$ cat config.mk
export PLATFORM = sky130hd
export DESIGN_NAME = aescbc_key_unit
export DESIGN_NICKNAME = d
export VERILOG_FILES = /design/src/hdl/aescbc_pkg.sv /design/src/hdl/aescbc_key_unit.sv
export SDC_FILE = /design/constraint.sdc
export NUM_CORES = 2
export LEC_CHECK = 0
export BUFFER_PORTS_ARGS = -buffer_cell sky130_fd_sc_hd__buf_2
export CORE_MARGIN = 2
export CORE_UTILIZATION = 29
export DETAILED_ROUTE_END_ITERATION = 10
export HOLD_SLACK_MARGIN = 0.05
export PLACE_DENSITY = 0.46
export SLEW_MARGIN = 15
export SYNTH_ARGS = -nofsm -noshare
export SYNTH_HDL_FRONTEND = slang
export SYNTH_SLANG_ARGS = --single-unit
$ cat constraint.sdc
create_clock -name clk_i -period 13.1 [get_ports clk_i]
set_input_delay 0.655 -clock clk_i [delete_from_list [all_inputs] [get_ports clk_i]]
set_output_delay 0.655 -clock clk_i [all_outputs]
set_load 0.05 [all_outputs]
$ cat src/hdl/aescbc_pkg.sv
package aescbc_pkg;

  localparam int NumRounds = 10;
  localparam int RndW = 4;
  localparam int CfgIdxW = 2;

  localparam logic [CfgIdxW-1:0] CFG_KEY_HIGH = 2'd0;
  localparam logic [CfgIdxW-1:0] CFG_KEY_LOW  = 2'd1;
  localparam logic [CfgIdxW-1:0] CFG_IV_HIGH  = 2'd2;
  localparam logic [CfgIdxW-1:0] CFG_IV_LOW   = 2'd3;

  typedef logic [127:0] blk_t;

  typedef struct packed {
    logic            load;
    logic            step;
    logic [RndW-1:0] rnd;
  } key_ctrl_t;

  localparam logic [7:0] SBOX [256] = '{
    8'h63,8'h7c,8'h77,8'h7b,8'hf2,8'h6b,8'h6f,8'hc5,8'h30,8'h01,8'h67,8'h2b,8'hfe,8'hd7,8'hab,8'h76,
    8'hca,8'h82,8'hc9,8'h7d,8'hfa,8'h59,8'h47,8'hf0,8'had,8'hd4,8'ha2,8'haf,8'h9c,8'ha4,8'h72,8'hc0,
    8'hb7,8'hfd,8'h93,8'h26,8'h36,8'h3f,8'hf7,8'hcc,8'h34,8'ha5,8'he5,8'hf1,8'h71,8'hd8,8'h31,8'h15,
    8'h04,8'hc7,8'h23,8'hc3,8'h18,8'h96,8'h05,8'h9a,8'h07,8'h12,8'h80,8'he2,8'heb,8'h27,8'hb2,8'h75,
    8'h09,8'h83,8'h2c,8'h1a,8'h1b,8'h6e,8'h5a,8'ha0,8'h52,8'h3b,8'hd6,8'hb3,8'h29,8'he3,8'h2f,8'h84,
    8'h53,8'hd1,8'h00,8'hed,8'h20,8'hfc,8'hb1,8'h5b,8'h6a,8'hcb,8'hbe,8'h39,8'h4a,8'h4c,8'h58,8'hcf,
    8'hd0,8'hef,8'haa,8'hfb,8'h43,8'h4d,8'h33,8'h85,8'h45,8'hf9,8'h02,8'h7f,8'h50,8'h3c,8'h9f,8'ha8,
    8'h51,8'ha3,8'h40,8'h8f,8'h92,8'h9d,8'h38,8'hf5,8'hbc,8'hb6,8'hda,8'h21,8'h10,8'hff,8'hf3,8'hd2,
    8'hcd,8'h0c,8'h13,8'hec,8'h5f,8'h97,8'h44,8'h17,8'hc4,8'ha7,8'h7e,8'h3d,8'h64,8'h5d,8'h19,8'h73,
    8'h60,8'h81,8'h4f,8'hdc,8'h22,8'h2a,8'h90,8'h88,8'h46,8'hee,8'hb8,8'h14,8'hde,8'h5e,8'h0b,8'hdb,
    8'he0,8'h32,8'h3a,8'h0a,8'h49,8'h06,8'h24,8'h5c,8'hc2,8'hd3,8'hac,8'h62,8'h91,8'h95,8'he4,8'h79,
    8'he7,8'hc8,8'h37,8'h6d,8'h8d,8'hd5,8'h4e,8'ha9,8'h6c,8'h56,8'hf4,8'hea,8'h65,8'h7a,8'hae,8'h08,
    8'hba,8'h78,8'h25,8'h2e,8'h1c,8'ha6,8'hb4,8'hc6,8'he8,8'hdd,8'h74,8'h1f,8'h4b,8'hbd,8'h8b,8'h8a,
    8'h70,8'h3e,8'hb5,8'h66,8'h48,8'h03,8'hf6,8'h0e,8'h61,8'h35,8'h57,8'hb9,8'h86,8'hc1,8'h1d,8'h9e,
    8'he1,8'hf8,8'h98,8'h11,8'h69,8'hd9,8'h8e,8'h94,8'h9b,8'h1e,8'h87,8'he9,8'hce,8'h55,8'h28,8'hdf,
    8'h8c,8'ha1,8'h89,8'h0d,8'hbf,8'he6,8'h42,8'h68,8'h41,8'h99,8'h2d,8'h0f,8'hb0,8'h54,8'hbb,8'h16
  };

  localparam logic [7:0] INV_SBOX [256] = '{
    8'h52,8'h09,8'h6a,8'hd5,8'h30,8'h36,8'ha5,8'h38,8'hbf,8'h40,8'ha3,8'h9e,8'h81,8'hf3,8'hd7,8'hfb,
    8'h7c,8'he3,8'h39,8'h82,8'h9b,8'h2f,8'hff,8'h87,8'h34,8'h8e,8'h43,8'h44,8'hc4,8'hde,8'he9,8'hcb,
    8'h54,8'h7b,8'h94,8'h32,8'ha6,8'hc2,8'h23,8'h3d,8'hee,8'h4c,8'h95,8'h0b,8'h42,8'hfa,8'hc3,8'h4e,
    8'h08,8'h2e,8'ha1,8'h66,8'h28,8'hd9,8'h24,8'hb2,8'h76,8'h5b,8'ha2,8'h49,8'h6d,8'h8b,8'hd1,8'h25,
    8'h72,8'hf8,8'hf6,8'h64,8'h86,8'h68,8'h98,8'h16,8'hd4,8'ha4,8'h5c,8'hcc,8'h5d,8'h65,8'hb6,8'h92,
    8'h6c,8'h70,8'h48,8'h50,8'hfd,8'hed,8'hb9,8'hda,8'h5e,8'h15,8'h46,8'h57,8'ha7,8'h8d,8'h9d,8'h84,
    8'h90,8'hd8,8'hab,8'h00,8'h8c,8'hbc,8'hd3,8'h0a,8'hf7,8'he4,8'h58,8'h05,8'hb8,8'hb3,8'h45,8'h06,
    8'hd0,8'h2c,8'h1e,8'h8f,8'hca,8'h3f,8'h0f,8'h02,8'hc1,8'haf,8'hbd,8'h03,8'h01,8'h13,8'h8a,8'h6b,
    8'h3a,8'h91,8'h11,8'h41,8'h4f,8'h67,8'hdc,8'hea,8'h97,8'hf2,8'hcf,8'hce,8'hf0,8'hb4,8'he6,8'h73,
    8'h96,8'hac,8'h74,8'h22,8'he7,8'had,8'h35,8'h85,8'he2,8'hf9,8'h37,8'he8,8'h1c,8'h75,8'hdf,8'h6e,
    8'h47,8'hf1,8'h1a,8'h71,8'h1d,8'h29,8'hc5,8'h89,8'h6f,8'hb7,8'h62,8'h0e,8'haa,8'h18,8'hbe,8'h1b,
    8'hfc,8'h56,8'h3e,8'h4b,8'hc6,8'hd2,8'h79,8'h20,8'h9a,8'hdb,8'hc0,8'hfe,8'h78,8'hcd,8'h5a,8'hf4,
    8'h1f,8'hdd,8'ha8,8'h33,8'h88,8'h07,8'hc7,8'h31,8'hb1,8'h12,8'h10,8'h59,8'h27,8'h80,8'hec,8'h5f,
    8'h60,8'h51,8'h7f,8'ha9,8'h19,8'hb5,8'h4a,8'h0d,8'h2d,8'he5,8'h7a,8'h9f,8'h93,8'hc9,8'h9c,8'hef,
    8'ha0,8'he0,8'h3b,8'h4d,8'hae,8'h2a,8'hf5,8'hb0,8'hc8,8'heb,8'hbb,8'h3c,8'h83,8'h53,8'h99,8'h61,
    8'h17,8'h2b,8'h04,8'h7e,8'hba,8'h77,8'hd6,8'h26,8'he1,8'h69,8'h14,8'h63,8'h55,8'h21,8'h0c,8'h7d
  };

  function automatic logic [7:0] rcon(input logic [RndW-1:0] r);
    logic [7:0] v;
    unique case (r)
      4'd1:    v = 8'h01;
      4'd2:    v = 8'h02;
      4'd3:    v = 8'h04;
      4'd4:    v = 8'h08;
      4'd5:    v = 8'h10;
      4'd6:    v = 8'h20;
      4'd7:    v = 8'h40;
      4'd8:    v = 8'h80;
      4'd9:    v = 8'h1b;
      4'd10:   v = 8'h36;
      default: v = 8'h00;
    endcase
    return v;
  endfunction

  function automatic logic [31:0] sub_rot(input logic [31:0] w, input logic [7:0] rc);
    return {SBOX[w[23:16]] ^ rc, SBOX[w[15:8]], SBOX[w[7:0]], SBOX[w[31:24]]};
  endfunction

  function automatic blk_t key_fwd(input blk_t k, input logic [7:0] rc);
    logic [31:0] w0, w1, w2, w3;
    w0 = k[127:96] ^ sub_rot(k[31:0], rc);
    w1 = k[95:64] ^ w0;
    w2 = k[63:32] ^ w1;
    w3 = k[31:0] ^ w2;
    return {w0, w1, w2, w3};
  endfunction

  function automatic blk_t key_back(input blk_t k, input logic [7:0] rc);
    logic [31:0] w0, w1, w2, w3;
    w3 = k[31:0] ^ k[63:32];
    w2 = k[63:32] ^ k[95:64];
    w1 = k[95:64] ^ k[127:96];
    w0 = k[127:96] ^ sub_rot(w3, rc);
    return {w0, w1, w2, w3};
  endfunction

  function automatic blk_t inv_sub_shift(input blk_t s);
    blk_t t;
    for (int c = 0; c < 4; c++) begin
      for (int r = 0; r < 4; r++) begin
        t[127 - 8 * (r + 4 * c) -: 8] =
          INV_SBOX[s[127 - 8 * (r + 4 * ((c - r + 4) % 4)) -: 8]];
      end
    end
    return t;
  endfunction

  function automatic logic [7:0] xt(input logic [7:0] a);
    return {a[6:0], 1'b0} ^ (a[7] ? 8'h1b : 8'h00);
  endfunction

  function automatic blk_t inv_mix(input blk_t s);
    blk_t t;
    logic [7:0] a [4];
    logic [7:0] a2 [4];
    logic [7:0] a4 [4];
    logic [7:0] a8 [4];
    logic [7:0] m9 [4];
    logic [7:0] mb [4];
    logic [7:0] md [4];
    logic [7:0] me [4];
    for (int c = 0; c < 4; c++) begin
      for (int r = 0; r < 4; r++) begin
        a[r]  = s[127 - 8 * (r + 4 * c) -: 8];
        a2[r] = xt(a[r]);
        a4[r] = xt(a2[r]);
        a8[r] = xt(a4[r]);
        m9[r] = a8[r] ^ a[r];
        mb[r] = a8[r] ^ a2[r] ^ a[r];
        md[r] = a8[r] ^ a4[r] ^ a[r];
        me[r] = a8[r] ^ a4[r] ^ a2[r];
      end
      t[127 - 32 * c -: 8] = me[0] ^ mb[1] ^ md[2] ^ m9[3];
      t[119 - 32 * c -: 8] = m9[0] ^ me[1] ^ mb[2] ^ md[3];
      t[111 - 32 * c -: 8] = md[0] ^ m9[1] ^ me[2] ^ mb[3];
      t[103 - 32 * c -: 8] = mb[0] ^ md[1] ^ m9[2] ^ me[3];
    end
    return t;
  endfunction

endpackage

$ cat src/hdl/aescbc_key_unit.sv
module aescbc_key_unit (
  input  logic                  clk_i,
  input  logic                  rst_ni,
  input  aescbc_pkg::blk_t      key_i,
  input  logic                  key_wr_i,
  input  aescbc_pkg::key_ctrl_t ctrl_i,
  output logic                  busy_o,
  output aescbc_pkg::blk_t      last_o,
  output aescbc_pkg::blk_t      next_o
);

  aescbc_pkg::blk_t                work_q, work_d;
  aescbc_pkg::blk_t                last_q, last_d;
  aescbc_pkg::blk_t                cur_q, cur_d;
  logic [aescbc_pkg::RndW-1:0]     cnt_q, cnt_d;
  logic                            busy_q, busy_d;
  aescbc_pkg::blk_t                fwd;

  assign fwd    = aescbc_pkg::key_fwd(work_q, aescbc_pkg::rcon(cnt_q));
  assign next_o = aescbc_pkg::key_back(cur_q, aescbc_pkg::rcon(ctrl_i.rnd));
  assign busy_o = busy_q;
  assign last_o = last_q;

  always_comb begin
    work_d = work_q;
    last_d = last_q;
    cnt_d  = cnt_q;
    busy_d = busy_q;
    cur_d  = cur_q;
    if (key_wr_i) begin
      work_d = key_i;
      cnt_d  = 4'd1;
      busy_d = 1'b1;
    end else if (busy_q) begin
      work_d = fwd;
      cnt_d  = cnt_q + 4'd1;
      if (cnt_q == 4'(aescbc_pkg::NumRounds)) begin
        busy_d = 1'b0;
        last_d = fwd;
      end
    end
    if (ctrl_i.load) begin
      cur_d = last_q;
    end else if (ctrl_i.step) begin
      cur_d = next_o;
    end
  end

  always_ff @(posedge clk_i or negedge rst_ni) begin
    if (!rst_ni) begin
      work_q <= '0;
      cnt_q  <= 4'd1;
      busy_q <= 1'b1;
    end else begin
      work_q <= work_d;
      cnt_q  <= cnt_d;
      busy_q <= busy_d;
    end
  end

  always_ff @(posedge clk_i) begin
    last_q <= last_d;
    cur_q  <= cur_d;
  end

endmodule

==> flow_metrics.tcl <==
set metrics [dict create \
    whs_path_depth 3 \
    critPathBufInv 4 \
    finalHoldViolations 0 \
    hp-class "input pin to flip-flop" \
    io_pins 394 \
    finalSetupViolCount 0 \
    cts_tree "yes" \
    numPortBuffers 393 \
    post-cts-setup-buffers 0 \
    whs_endpoint "work_q[71]$_DFFE_PN0P_" \
    layout_commonest_cell "nand2_1" \
    synth_top_area_share_pct 16.6 \
    path_clk_slew_ps 60 \
    synthesis.area_mm2 0.0463 \
    wl_um 245000 \
    yosysWarnings 0 \
    period_needed_ps 6160 \
    holdBufCountCts 1 \
    start_util_pct 29.2 \
    grt_max_degree 89 \
    reg2reg_slack_ps 7670 \
    grt_pass1_wl_um 351000 \
    synth_nets 6137 \
    cts_max_level 2 \
    synth_async_sr_flop_share_pct 34.2 \
    drt_iter0_drc 8651 \
    die_area_mm2 0.163 \
    outcome "finished clean" \
    syn_avg_cell_area_um2 7.88 \
    cp_cell_sequence "xnor2_2 -> buf_4 -> clkinv_1 -> buf_4 -> ha_1 -> nand2b_1 -> o21ai_0 -> a221o_1 -> o21ai_0 -> a21oi_1 -> nor3_1 -> xor2_1 -> buf_2" \
    synthTopCellsByArea "edfxtp_1, dfrtp_1, o21ai_0, nand2_1, xnor2_1" \
    hp-start "key_i[71]" \
    synth_cell_types 111 \
    wl_per_cell_um 30.8 \
    synth_edf_count 256 \
    rr_worst_depth 12 \
    grtUsageTotal_pct 28.5 \
    worstPathRequired_ps 12440 \
    worst_path_dominant_cell_family "simple AND/OR/NAND/NOR gates" \
    viasPerCell 6.48 \
    fmax_mhz 162 \
    final_cell_mix "nand2_1, o21ai_0, nor2_1, buf_2, a21oi_1" \
    tightest_slew_ps 1240 \
    ys_ff_latch 389 \
    grt.overflow.total 0 \
    drive_gt1_share_pct 16.2 \
    syn_inst 5873 \
    drv_slew 0 \
    clock_path_buffers 3 \
    cp_slowest_cell "ha_1" \
    coreArea_mm2 0.158 \
    cts_sinks 389 \
    die_w_um 403 \
    cp.arrival_ps 5510 \
    cts_resized 0 \
    synth.largest_area_cell "edfxtp_1" \
    worstSetupEndpointType "primary output" \
    nets 6090 \
    antenna_found_initial 20 \
    tns_ps 0 \
    worstReg2RegEnd "work_q[0]$_DFFE_PN0P_" \
    synth_flop_cell "edfxtp_1" \
    place_congestion 1.01 \
    critical_path_class "flip-flop to primary output" \
    drcViolationCount 0 \
    start_kind "flip-flop" \
    yosysSeqAreaShare_pct 23.8 \
    dp_hpwl_um 172000 \
    cts_root_buffer "clkbuf_16" \
    first_pass_iters 7 \
    timing.rr.start "work_q[25]$_DFFE_PN0P_" \
    die_y_um 403 \
    relSlewSlack_pct 17.5 \
    worstPathMaxFanout 30 \
    critPathMaxStageDelay_ps 750 \
    cap_violations 0 \
    cts_buffers 53 \
    insertion_delay_ps 670 \
    grt_pass1_vias 46919 \
    clock_skew_ps 30.6 \
    ant_nets 0 \
    rsz0062_at_grt "false" \
    rows 146 \
    num_vias 51531 \
    syn_to_final_growth_pct 10.8 \
    finalCritPeriodShare_pct 47.0 \
]
==> worst max path at each step <==
stage | start | endpoint | cells after the start
3_3_place_gp | cur_q[49]$_DFFE_PP_ | next_o[123] | 13
2_1_floorplan | key_wr_i | last_o[0]$_DFFE_PP_ | 5
3_5_place_dp | cur_q[49]$_DFFE_PP_ | next_o[123] | 13
6_report | cur_q[49]$_DFFE_PP_ | next_o[123] | 13
5_1_grt | cur_q[35]$_DFFE_PP_ | next_o[108] | 12
4_1_cts | cur_q[49]$_DFFE_PP_ | next_o[123] | 13
==> area by class of cell <==
class                           instances  area, um2
Fill cell                           16983     107000
Multi-Input combinational cell       4724      32300
Sequential cell                       389      11000
Timing Repair Buffer                  538       3080
Tap cell                             2072       2590
Clock buffer                           83       1550
Inverter                              120        450
Clock inverter                         17        205
Antenna cell                            8       20.0
==> synthesized netlist by cell type (64+ instances only) <==
cell      instances
dfrtp_1         131
xnor2_1         210
nor2b_1          91
a311oi_1        107
o21ai_0         507
clkbuf_1        408
inv_1            98
buf_1            76
o311ai_0         93
nor2_1          416
a21oi_1         341
o211ai_1        113
nor3_1          190
ha_1            125
mux2_2          139
a211oi_1        106
buf_2           125
edfxtp_1        256
nand3_1         177
nand2b_1        134
mux4_2           64
a31oi_1         131
nand2_1         607
xor2_1          184
==> per-layer routing <==
layer	global-route usage (%)	part of all wire [%]
met4	9.23	3.9
met1	41.7	44
met5	0	0.041
met2	42.1	42
met3	4.93	10
==> worst reg2reg max path: stages, from the launching register on <==
cell,delay (ps)
dfrtp_1,330
buf_4,400
clkinv_1,700
ha_1,1100
nor2b_1,150
nor3_1,760
o21ai_0,220
a311o_1,400
a2bb2oi_1,150
o21ai_1,280
xnor2_1,410
mux2i_1,240
o311ai_0,130
==> kinds of logic (layout without fill, tap and decap cells) <==
group,after synthesis,in the layout,synth area share [%]
mux,257,257,7.68
buf+inv,760,758,6.81
other cells,0,8,0
flops,389,389,23.8
compound gates,2027,2027,30.1
xor+xnor,422,422,8.79
fa+ha+maj,127,127,3.47
simple gates,1891,1891,19.4
==> sequential cells by signal, indices dropped and copies added, names as in the netlist <==
register	cells
cnt_q	4
last_o	128
busy_o	1
cur_q	128
work_q	128
==> per-stage QoR <==
| stage | cells | setup slack, ps | util [%] | area (um2) | hold slack [ps] |
|---|---|---|---|---|---|
| 2_1_floorplan | 5873 | 2210 | - | 46300 | 359 |
| 3_3_place_gp | 7842 | 7550 | 31.2 | 49500 | 570 |
| 3_5_place_dp | 7842 | 7750 | 31.2 | 49500 | 554 |
| 4_1_cts | 7943 | 7000 | 32.4 | 51200 | 151 |
| 5_1_grt | 7943 | 6810 | 32.4 | 51200 | 198 |
| 6_report | 7951 | 6940 | 32.4 | 51300 | 198 |
Power is left out: the tool's default activity adds up to more than one toggle a clock period on the data nets, which glitch-free logic cannot reach.
